**src/hdl/aes128_ctr_stream_cipher_assert.svh**
```systemverilog
// Assertion macros shared by the cipher RTL, clocked on clk, off while rst_n is low
`ifndef AES128_CTR_STREAM_CIPHER_ASSERT_SVH
`define AES128_CTR_STREAM_CIPHER_ASSERT_SVH
// same-cycle implication
`define ACS_ASSERT_NOW(label, ante, cons) \
    label: assert property (@(posedge clk) disable iff (!rst_n) (ante) |-> (cons)) \
        else $error("acs assertion failed");
// next-cycle implication
`define ACS_ASSERT_NEXT(label, ante, cons) \
    label: assert property (@(posedge clk) disable iff (!rst_n) (ante) |=> (cons)) \
        else $error("acs assertion failed");
`endif

```
**src/hdl/acs_byte_fifo.sv**
```systemverilog
// Input byte queue between the stream slave side and the keystream mixer
`default_nettype none
module acs_byte_fifo #(
    parameter int unsigned DEPTH = 4
) (
    input  wire logic       clk,
    input  wire logic       rst_n,
    input  wire logic       wr_en,
    input  wire logic [7:0] wr_data,
    output logic            full,
    input  wire logic       rd_en,
    output logic [7:0]      rd_data,
    output logic            empty
);
    localparam int unsigned PTR_W = (DEPTH > 1) ? $clog2(DEPTH) : 1;
    localparam int unsigned CNT_W = $clog2(DEPTH + 1);

    logic [7:0]       mem_reg [DEPTH];
    logic [PTR_W-1:0] wr_ptr_reg;
    logic [PTR_W-1:0] rd_ptr_reg;
    logic [CNT_W-1:0] count_reg;

    assign full    = (count_reg == CNT_W'(DEPTH));
    assign empty   = (count_reg == '0);
    assign rd_data = mem_reg[rd_ptr_reg];

    always_ff @(posedge clk)
    begin
        if (wr_en)
        begin
            mem_reg[wr_ptr_reg] <= wr_data;
        end
    end

    always_ff @(posedge clk or negedge rst_n)
    begin
        if (!rst_n)
        begin
            wr_ptr_reg <= '0;
            rd_ptr_reg <= '0;
            count_reg  <= '0;
        end
        else
        begin
            if (wr_en)
            begin
                wr_ptr_reg <= (wr_ptr_reg == PTR_W'(DEPTH - 1)) ? '0 : wr_ptr_reg + 1'b1;
            end
            if (rd_en)
            begin
                rd_ptr_reg <= (rd_ptr_reg == PTR_W'(DEPTH - 1)) ? '0 : rd_ptr_reg + 1'b1;
            end
            case ({wr_en, rd_en})
                2'b10:   count_reg <= count_reg + 1'b1;
                2'b01:   count_reg <= count_reg - 1'b1;
                default: count_reg <= count_reg;
            endcase
        end
    end
endmodule
`default_nettype wire

```
**config.mk**
```make
export PLATFORM = sky130hd
export DESIGN_NAME = acs_byte_fifo
export DESIGN_NICKNAME = d
export VERILOG_FILES = /design/src/hdl/aes128_ctr_stream_cipher_assert.svh /design/src/hdl/acs_byte_fifo.sv
export SDC_FILE = /design/constraint.sdc
export NUM_CORES = 1
export LEC_CHECK = 0
export ABC_AREA = 1
export BUFFER_PORTS_ARGS = -buffer_cell sky130_fd_sc_hd__buf_2
export CORE_UTILIZATION = 60
export DETAILED_ROUTE_END_ITERATION = 10
export PLACE_DENSITY = 0.82
export SLEW_MARGIN = 5
export SYNTH_ARGS = -nofsm -noshare
export SYNTH_HDL_FRONTEND = slang
export SYNTH_SLANG_ARGS = --single-unit
```
**constraint.sdc**
```tcl
create_clock -name clk -period 2.3 [get_ports clk]
set_input_delay 0.23 -clock clk [delete_from_list [all_inputs] [get_ports clk]]
set_output_delay 0.23 -clock clk [all_outputs]
set_load 0.005 [all_outputs]
```
==> impl_metrics.ini <==
[worst_hold_path]
hold_class = in2reg
holdCritStartpoint = wr_data[6]
worstHoldEndpoint = mem_reg[3][6]
hold_depth = 1

[cts]
cts_buffers = 5
clk_latency_ps = 330
clockBufferDepth = 2
path_clk_slew_ps = 110
htreeDepth = 2
cts_tree = done
cts_resized = 0
cts.root.buffer_cell = clkbuf_4
clkSinkCount = 39

[sta]
clock_skew_ps = 5.26
period_needed_ps = 1880
slew_violations = 0
setup_tns_ps = 0
hold_viol_final = 0
rsz0062_at_grt = false
max_slew_margin_pct = 65.4
max_freq_ghz = 0.533
tightest_slew_ps = 518
post-route-period-util_pct = 81.5
setup_viol = 0
holdWs_ps = 104

[finish]
fillCellCount = 198
fin_nets = 189
drive_gt1_share_pct = 18.1
area_growth_pct = 11.3
seqCellArea_mm2 = 0.00114
antenna_cells = 0
multiInputGateArea_um2 = 414
largest_reg_flops = 32

[global_route]
grt_pass1_wl_um = 4710
antenna_found_initial = 0
grt_max_degree = 34
grt_pass1_vias = 1016
gr-usage-all-layers_pct = 21.3
overflow = 0

[status]
status = complete, no violations

[yosys]
synthSimpleGateAreaFrac_pct = 9.35
synth_area_leaders = edfxtp_1 (56%), dfrtp_1 (10%), nand2_1 (7.9%), o211ai_1 (7.0%), inv_1 (6.4%)
synth-edff-count = 32
muxShareOfSynthArea_pct = 0
synth_xor_area_share_pct = 0.511
synth_top_area_share_pct = 56.1
synth-async-reset-ratio_pct = 17.9
synth_fp_nets = 165
synth_seq_cells = 39
ys_seq_area_share_pct = 66.3
synthCells = 146
synthAdderAreaFrac_pct = 5.55
synth_top_area_cell = edfxtp_1
ys.flop_type = edfxtp_1
syn_area_mm2 = 0.00171
synth_top_family_by_area = buffers and inverters
netlist_top_cells_count = nand2_1 (36), edfxtp_1 (32), inv_1 (29)
synth_most_common_cell = nand2_1
synth_warnings = 0
syn_area_per_cell_um2 = 11.7
ys_types = 18
synth_compound_area_share_pct = 8.77

[critical_path]
worst_setup_path_end_kind = output port
critPathArrivalTime_ps = 1650
cp_num_buf_inv = 2
crit_slowest_cell = dfrtp_1
path_class = reg2out
critical_path.most_common_cell = nand2_1
cpLargestDelayFamily = buffers and inverters
path_cells = inv_2 > nand2_1 > o211ai_1 > nand2_1 > buf_2
cp.required_ps = 2070
r2r_cells = 4
cp-start-kind = register
worstPathMaxFanout = 33
r2r_end = mem_reg[0][7]
reg2reg_from = wr_ptr_reg[0]
max_stage_delay_ps = 420
ff2ff_setup_slack_ps = 890

[floorplanning]
die_area_mm2 = 0.00307
rows = 19
core_mm2 = 0.00273
ios = 22
die_h_um = 55.4
initial_utilization_pct = 62.7
fp.dieW_um = 55.4

[power_and_ir_drop]
total_power_w = 0.00218
peakVddDrop_mv = 0.845
cellPowerDensity_mw_per_mm2 = 1140
leakagePower_nw = 0.873

[routing]
finalWirelength_um = 2860
ant_nets = 0
num_vias = 1070
drt_iter0_markers = 57
wl_per_cell_um = 14.2
first_pass_iters = 4
route.detailed.drc = 0
vias_per_cell = 5.30

[placement]
hpwl_um = 1960
io_buffer_count = 21
gp_congestion = 0.761

[flow_run]
max_cap_viol_count = 0
## cell type report
class                   instances  share of cell area [%]
clock buffers                   6                    2.69
inverters                      31                    6.10
repair buffers                 22                    6.04
well taps                      31                    2.03
flip-flops and latches         39                    59.6
multi-input cells              71                    21.7
clock inverters                 2                    1.84
## worst register-to-register path, cell delays in order (launching register included)
cell and delay (ps):
dfrtp_1 440, inv_1 110, ha_1 160, nand2_1 60, inv_1 310
## cell families (layout without fill, tap and decap cells)
logic type                 after synthesis  count (layout)
and+or+nand+nor                         41              41
AOI/OAI and AO/OA                       22              22
buffers and inverters                   36              61
xor gates and xnor gates                 1               1
DFF                                     39              39
adders and majority gates                7               7
## where the power goes
part	internal [W]	leakage, nW	total, W	switching (W)
Clock	0.000257	0.0482	0.000466	0.000209
Combinational	0.000257	0.447	0.000668	0.000411
Sequential	0.000937	0.378	0.00104	0.000106
## cell usage in the layout, fill, tap and decap left out, drive strengths merged, types with 2 or more instances in the layout
cell type and instances:
buf 21, clkbuf 6, dfrtp 7, edfxtp 32, ha 6, inv 31
nand2 36, nor3 2, o211ai 16, o21ai 5
## how the worst max path moves through the flow
stage / start / to / slack, ps / cells after the start
floorplan: wr_en / count_reg[2] / 950 / 9
global placement: wr_en / count_reg[2] / 920 / 9
detailed placement: wr_en / count_reg[2] / 820 / 9
CTS: rd_ptr_reg[0] / rd_data[6] / 430 / 5
global route: rd_ptr_reg[0] / rd_data[6] / 270 / 5
finish: rd_ptr_reg[0] / rd_data[6] / 420 / 5
## metrics by stage
step	cell area [um2]	util [%]	setup slack [ps]	instances
6_report	1910	69.7	425	202
5_1_grt	1910	69.7	271	202
4_1_cts	1910	69.7	430	202
3_5_place_dp	1810	66.2	816	193
3_3_place_gp	1810	66.2	921	193
2_1_floorplan	1710	-	946	146
## routing by layer
layer	vias up	GRT usage, %	share of wire [%]
met3	7	6.09	3.2
li1	533	-	-
met4	0	10.7	1.4
met5	-	0	0
met1	510	26.3	43
met2	20	34.4	52
## timing repair
item / 4_1_cts / 5_1_grt
endpoints found under the hold margin: 7 / 0
setup buffers: 0 / 0
hold buffers: 1 / 0
setup endpoints to repair: 0 / 0
No activity file was read; power rests on OpenSTA's default activity.
